<file path="src/hw/rtl/tcw_pkg.sv">
// Shared types, constants and address helpers for the text console writer.
// Used by every module of the block; depends on nothing else.
`timescale 1ns / 1ps

package tcw_pkg;

  localparam int COLUMNS    = 80;
  localparam int ROWS       = 25;
  localparam int CELL_COUNT = COLUMNS * ROWS;
  localparam int MOVE_COUNT = COLUMNS * (ROWS - 1);
  localparam int ADDR_W     = $clog2(CELL_COUNT);
  localparam int CNT_W      = $clog2(CELL_COUNT + 1);

  localparam logic [7:0] NEWLINE_CODE = 8'd10;
  localparam logic [7:0] ATTR_RESET   = 8'd9;

  localparam logic [1:0] FUNC_PUT_CURSOR = 2'd0;
  localparam logic [1:0] FUNC_PUT_AT     = 2'd1;
  localparam logic [1:0] FUNC_READ       = 2'd2;
  localparam logic [1:0] FUNC_CLEAR      = 2'd3;

  typedef struct packed {
    logic [1:0] func;
    logic [7:0] char_code;
    logic [6:0] col;
    logic [4:0] row;
    logic       end_of_text;
  } in_item_t;

  typedef struct packed {
    logic [7:0] cell_char;
    logic [7:0] cell_attr;
    logic [6:0] cursor_col;
    logic [4:0] cursor_row;
  } out_item_t;

  // One cycle's access to the cell store: one write port, one read port.
  typedef struct packed {
    logic              we;
    logic [ADDR_W-1:0] waddr;
    logic [15:0]       wdata;
    logic              re;
    logic [ADDR_W-1:0] raddr;
  } ram_req_t;

  function automatic logic pos_in_range(input logic [6:0] col, input logic [4:0] row);
    return (8'(col) < 8'(COLUMNS)) && (6'(row) < 6'(ROWS));
  endfunction

  function automatic logic [ADDR_W-1:0] cell_addr(input logic [6:0] col,
                                                  input logic [4:0] row);
    return ADDR_W'(int'(row) * COLUMNS + int'(col));
  endfunction

endpackage

</file>
<file path="src/hw/rtl/tcw_ctrl.sv">
// Sequencer of the console: cursor, item decode and the scroll/clear sweep.
// Depends on tcw_pkg; drives the request port of tcw_cell_ram.
`timescale 1ns / 1ps

module tcw_ctrl (
  input  logic                clk,
  input  logic                rst_n,
  input  logic                in_valid,
  output logic                in_stall,
  input  tcw_pkg::in_item_t   in_data,
  input  logic [7:0]          attr,
  output logic                res_valid,
  input  logic                res_ready,
  output tcw_pkg::out_item_t  res,
  output tcw_pkg::ram_req_t   ram_req,
  input  logic [15:0]         ram_rd_data
);

  typedef enum logic [2:0] {
    ST_SWEEP = 3'b001,
    ST_IDLE  = 3'b010,
    ST_DONE  = 3'b100
  } state_t;

  localparam logic [tcw_pkg::CNT_W-1:0] COLS_C = tcw_pkg::CNT_W'(tcw_pkg::COLUMNS);
  localparam logic [tcw_pkg::CNT_W-1:0] MOVE_C = tcw_pkg::CNT_W'(tcw_pkg::MOVE_COUNT);
  localparam logic [tcw_pkg::CNT_W-1:0] LAST_C = tcw_pkg::CNT_W'(tcw_pkg::CELL_COUNT);
  localparam logic [6:0] COL_LAST = 7'(tcw_pkg::COLUMNS - 1);
  localparam logic [4:0] ROW_LAST = 5'(tcw_pkg::ROWS - 1);

  state_t                      state_r, state_nxt;
  logic [tcw_pkg::CNT_W-1:0]   sw_r, sw_nxt;
  logic                        clear_all_r, clear_all_nxt;
  logic                        boot_r, boot_nxt;
  logic                        hit_r, hit_nxt;
  logic [6:0]                  cur_col_r, cur_col_nxt;
  logic [4:0]                  cur_row_r, cur_row_nxt;

  logic                        accept;
  logic                        in_range;
  logic                        is_newline;
  logic                        wraps;
  logic [tcw_pkg::CNT_W-1:0]   sw_m1;
  logic [tcw_pkg::CNT_W-1:0]   sw_src;

  assign accept     = in_valid && !in_stall;
  assign in_stall   = (state_r != ST_IDLE);
  assign in_range   = tcw_pkg::pos_in_range(in_data.col, in_data.row);
  assign is_newline = (in_data.char_code == tcw_pkg::NEWLINE_CODE);
  // The cursor leaves the last row: either a newline there or a put on its last cell.
  assign wraps      = (cur_row_r == ROW_LAST) && (is_newline || (cur_col_r == COL_LAST));
  assign sw_m1      = sw_r - 1'b1;
  assign sw_src     = sw_r + COLS_C;

  assign res_valid      = (state_r == ST_DONE);
  assign res.cell_char  = hit_r ? ram_rd_data[7:0]  : 8'd0;
  assign res.cell_attr  = hit_r ? ram_rd_data[15:8] : 8'd0;
  assign res.cursor_col = cur_col_r;
  assign res.cursor_row = cur_row_r;

  always_comb begin
    state_nxt     = state_r;
    sw_nxt        = sw_r;
    clear_all_nxt = clear_all_r;
    boot_nxt      = boot_r;
    hit_nxt       = hit_r;
    cur_col_nxt   = cur_col_r;
    cur_row_nxt   = cur_row_r;
    ram_req       = '0;

    case (state_r)
      ST_IDLE: begin
        if (accept) begin
          hit_nxt   = (in_data.func == tcw_pkg::FUNC_READ) && in_range;
          state_nxt = ST_DONE;
          sw_nxt    = '0;
          case (in_data.func)
            tcw_pkg::FUNC_PUT_CURSOR: begin
              if (!is_newline) begin
                ram_req.we    = 1'b1;
                ram_req.waddr = tcw_pkg::cell_addr(cur_col_r, cur_row_r);
                ram_req.wdata = {attr, in_data.char_code};
              end
              if (wraps) begin
                cur_col_nxt   = '0;
                cur_row_nxt   = ROW_LAST;
                clear_all_nxt = 1'b0;
                state_nxt     = ST_SWEEP;
              end else if (is_newline || (cur_col_r == COL_LAST)) begin
                cur_col_nxt = '0;
                cur_row_nxt = cur_row_r + 5'd1;
              end else begin
                cur_col_nxt = cur_col_r + 7'd1;
              end
            end
            tcw_pkg::FUNC_PUT_AT: begin
              ram_req.we    = in_range;
              ram_req.waddr = tcw_pkg::cell_addr(in_data.col, in_data.row);
              ram_req.wdata = {attr, in_data.char_code};
            end
            tcw_pkg::FUNC_READ: begin
              ram_req.re    = in_range;
              ram_req.raddr = tcw_pkg::cell_addr(in_data.col, in_data.row);
            end
            tcw_pkg::FUNC_CLEAR: begin
              cur_col_nxt   = '0;
              cur_row_nxt   = '0;
              clear_all_nxt = 1'b1;
              state_nxt     = ST_SWEEP;
            end
            default: begin
              state_nxt = ST_DONE;
            end
          endcase
        end
      end
      ST_SWEEP: begin
        // Reads run one count ahead of writes: the cell read at count k, address
        // k + COLUMNS, is written in the next cycle to address k, i.e. one row up.
        ram_req.re    = !clear_all_r && (sw_r < MOVE_C);
        ram_req.raddr = tcw_pkg::ADDR_W'(sw_src);
        ram_req.we    = (sw_r != '0);
        ram_req.waddr = tcw_pkg::ADDR_W'(sw_m1);
        ram_req.wdata = (!clear_all_r && (sw_r <= MOVE_C)) ? ram_rd_data : 16'd0;
        sw_nxt        = sw_r + 1'b1;
        if (sw_r == LAST_C) begin
          hit_nxt   = 1'b0;
          boot_nxt  = 1'b0;
          state_nxt = boot_r ? ST_IDLE : ST_DONE;
        end
      end
      ST_DONE: begin
        if (res_ready) begin
          state_nxt = ST_IDLE;
        end
      end
      default: begin
        state_nxt = ST_IDLE;
      end
    endcase
  end

  always_ff @(posedge clk) begin
    if (!rst_n) begin
      state_r     <= ST_SWEEP;
      sw_r        <= '0;
      clear_all_r <= 1'b1;
      boot_r      <= 1'b1;
      hit_r       <= 1'b0;
      cur_col_r   <= '0;
      cur_row_r   <= '0;
    end else begin
      state_r     <= state_nxt;
      sw_r        <= sw_nxt;
      clear_all_r <= clear_all_nxt;
      boot_r      <= boot_nxt;
      hit_r       <= hit_nxt;
      cur_col_r   <= cur_col_nxt;
      cur_row_r   <= cur_row_nxt;
    end
  end

endmodule

</file>
<file path="config.mk">
export PLATFORM = sky130hd
export DESIGN_NAME = tcw_ctrl
export DESIGN_NICKNAME = d
export VERILOG_FILES = /design/src/hw/rtl/tcw_pkg.sv /design/src/hw/rtl/tcw_ctrl.sv
export SDC_FILE = /design/constraint.sdc
export NUM_CORES = 1
export LEC_CHECK = 0
export BUFFER_PORTS_ARGS = -buffer_cell sky130_fd_sc_hd__buf_4
export CORE_MARGIN = 2
export CORE_UTILIZATION = 40
export CTS_CLUSTER_SIZE = 10
export DETAILED_ROUTE_END_ITERATION = 6
export PLACE_DENSITY = 0.73
export SLEW_MARGIN = 20
export SYNTH_ARGS = -nofsm -noshare
export SYNTH_HDL_FRONTEND = slang
export SYNTH_SLANG_ARGS = --single-unit
</file>
<file path="constraint.sdc">
create_clock -name clk -period 3.1 [get_ports clk]
set_input_delay 0.62 -clock clk [delete_from_list [all_inputs] [get_ports clk]]
set_output_delay 0.62 -clock clk [all_outputs]
set_load 0.02 [all_outputs]
</file>
==> impl_metrics.toml <==
[synthesis]
syn_avg_cell_area_um2 = 7.99
synth_xor_area_share_pct = 8.59
synth.largest_area_cell = "dfxtp_1"
yosysWarnings = 0
synth-compound-area-share_pct = 27.2
synth_cell_types = 64
synth_adder_area_share_pct = 14.6
yosysSeqAreaShare_pct = 18.6
syn-num-nets = 475
synth_common_cells = "31 x nor2_1, 30 x ha_1, 29 x dfxtp_1"
synthArstFlopShare_pct = 0
muxShareOfSynthArea_pct = 0.643
yosysMostFrequentCell = "nor2_1"
synth_top_cell_area_share_pct = 18.6
synthCells = 390
yosys.area_share.simple_pct = 24.3
synth_edf_count = 0
synth.top_cells.by_area = "dfxtp_1 19%, ha_1 12%, a22o_1 5.1%"
synth_top_family_by_area = "compound AO/OA/AOI/OAI gates"
synthFlopType = "dfxtp_1"
syn_area_um2 = 3120
synth.ff_latch_count = 29

[timing]
fmax_mhz = 309
hold_viol = 0
finClkSkew_ps = 5.80
setup_ws_ps = -134
fin_crit_sh_pct = 104
hold_slack_ps = 476
tightest_slew_ps = 769
period_minus_slack_ps = 3230
setup_viol = 4
tns_ps = -311
relSlewSlack_pct = 48.4
report.final.slew_viol_count = 0
rsz0062_at_grt = "yes"

[status]
violations = "setup timing"
status = "finished with violations"

[pwr]
seq_power_share_pct = 25.1
p_int_uw = 958
p_leak_uw = 0.00202
power_density_nw_per_um2 = 362
p_comb_share_pct = 53.1
p_total_uw = 1610
peakVddDrop_uv = 421
swShare_pct = 40.4
power_frac_clock_pct = 21.8
power_switching_uw = 649

[die]
die_h_um = 92.3
start_util_pct = 40.7
num_io_pins = 121
coreArea_um2 = 7650
die_area_um2 = 8510
num_rows = 32
die-width_um = 92.3

[clocking]
ctsHoldBuffers = 0
worst_skew_pair.late_latency_ps = 280
clkTransAtPathRegs_ps = 70
cts-root-buf = "clkbuf_8"
htree_levels = 2
cts_max_path_buffers = 2
cts_buffers = 5
tritoncts = "done"
cts.sinks = 29

[global_routing]
grt_max_degree = 20
gr-total-overflow = 0
track_usage_pct = 24.4
grt_antenna_before_repair = 0
grt_pass1_vias = 3448
grt_pass1_wl_um = 16800

[min_path]
min_path_cells = 2
hp-class = "flop to flop"
min_from = "boot_r"
hold_end = "boot_r"

[finish]
num-fill-cells = 688
fin_nets = 600
diodes = 0
drive_gt1_share_pct = 35.3
syn2layout_area_growth_pct = 42.3

[drt]
drtIter0Drc = 143
drcViolationCount = 0
vias = 3546
ant_nets = 0
avgRoutedWirePerCell_um = 17.2
viasPerCell = 5.74
dr.pass1.iters = 5
routed_wl_um = 10600

[setup_path]
r2r_end = "cur_row_r[4]"
r2r_cells = 6
arrival_ps = 2610
cp_max_fo = 3
worst_ep_required_time_ps = 2480
worstSetupPathType = "input port to primary output"
end_kind = "primary output"
r2r_slack_ps = 850
r2r_start = "cur_col_r[0]"
startpoint_type = "input port"

[placement]
dpl.hpwl_um = 8440
pre_cts_ws_ps = -243
gp_congestion = 0.949
portBuffers = 119

[job]
max-cap-violations = 0
[power groups by stage]
stage	Sequential, uW	Combinational (uW)	Clock [uW]
2_1_floorplan	406	460	0
6_report	404	853	350
3_3_place_gp	412	783	0
5_1_grt	407	902	375
3_5_place_dp	413	795	0
4_1_cts	404	817	352
[cell usage in the layout, fill, tap and decap left out, types with 3 or more instances in the layout]
cell,synthesis,routed
buf_4,2,135
nor2_1,31,31
ha_1,30,27
nand2_1,26,26
dfxtp_1,29,26
inv_1,22,21
and2_1,20,20
o21ai_0,20,19
a22o_1,18,18
a21oi_1,19,18
xor2_1,16,14
xnor2_1,12,12
a22oi_1,8,8
o22ai_1,10,8
clkbuf_8,0,7
nand3_1,6,6
nand4_1,6,6
a21o_1,5,5
buf_6,1,5
o31ai_1,4,4
nor3b_1,4,4
a31oi_1,4,4
nor2b_1,4,4
or3b_2,3,3
nand3b_1,3,3
o311ai_0,3,3
and3_1,3,3
nor3_1,4,3
o211ai_1,3,3
a21boi_0,3,3
or4_1,3,3
a21boi_1,3,3
nor4_1,4,3
dfxtp_2,0,3
[critical path, stage by stage]
cell,delay [ps]
buf_8,100
ha_4,240
ha_4,160
inv_2,50
fa_2,480
nor4_4,300
xnor3_1,280
nand3_1,100
o211ai_1,90
buf_4,180
[worst max-delay path by stage]
stage | start | to | slack (ps)
2_1_floorplan | in_data[2] | ram_req[38] | 70
4_1_cts | in_data[4] | ram_req[38] | -110
6_report | in_data[4] | ram_req[38] | -130
3_5_place_dp | in_data[2] | ram_req[38] | -240
5_1_grt | in_data[4] | ram_req[38] | -210
3_3_place_gp | in_data[2] | ram_req[38] | -150
[through the flow]
step | utilization [%] | cell area (um2) | cells
after floorplan | - | 3130 | 390
after global placement | 55.0 | 4200 | 609
after detailed placement | 55.0 | 4200 | 609
after CTS | 57.2 | 4370 | 617
after global routing | 58.0 | 4430 | 618
final | 58.0 | 4430 | 618
[flip-flops by register name (all words and copies together) (netlist names)]
signal	flops
sw_r	11
cur_col_r	7
cur_row_r	5
state_r	3
boot_r	1
clear_all_r	1
hit_r	1
[metal layers]
layer / part of all wire (%) / GRT usage [%] / up-vias
li1: - / - / 1682
met1: 43 / 30.0 / 1688
met2: 49 / 43.8 / 158
met3: 7.0 / 4.27 / 18
met4: 1.7 / 6.59 / 0
met5: 0 / 0 / -
[repair_timing]
action | 4_1_cts | 5_1_grt
setup buffers | 0 | 1
resized for setup | 16 | 11
endpoints found under the setup margin | 5 | 10
pin swaps | 6 | 2
[final cells by class]
cell class / instances / area, um2 / share of cell area [%]
Multi-Input combinational cell: 316 / 2450 / 55.3
Timing Repair Buffer: 141 / 1080 / 24.5
Clock inverter: 1 / 5.00 / 0.113
Sequential cell: 29 / 584 / 13.2
Clock buffer: 7 / 96.3 / 2.17
Inverter: 22 / 82.6 / 1.86
Tap cell: 102 / 128 / 2.88
[logic make-up (layout without fill, tap and decap cells)]
kind of cell,count (synthesis),count (layout)
muxes,2,2
xor gates and xnor gates,29,29
DFF,29,29
and+or+nand+nor,130,130
AOI/OAI and AO/OA,121,121
buffers and inverters,45,171
adders and majority gates,34,34
Note: power is estimated with default switching activity, not from simulation.
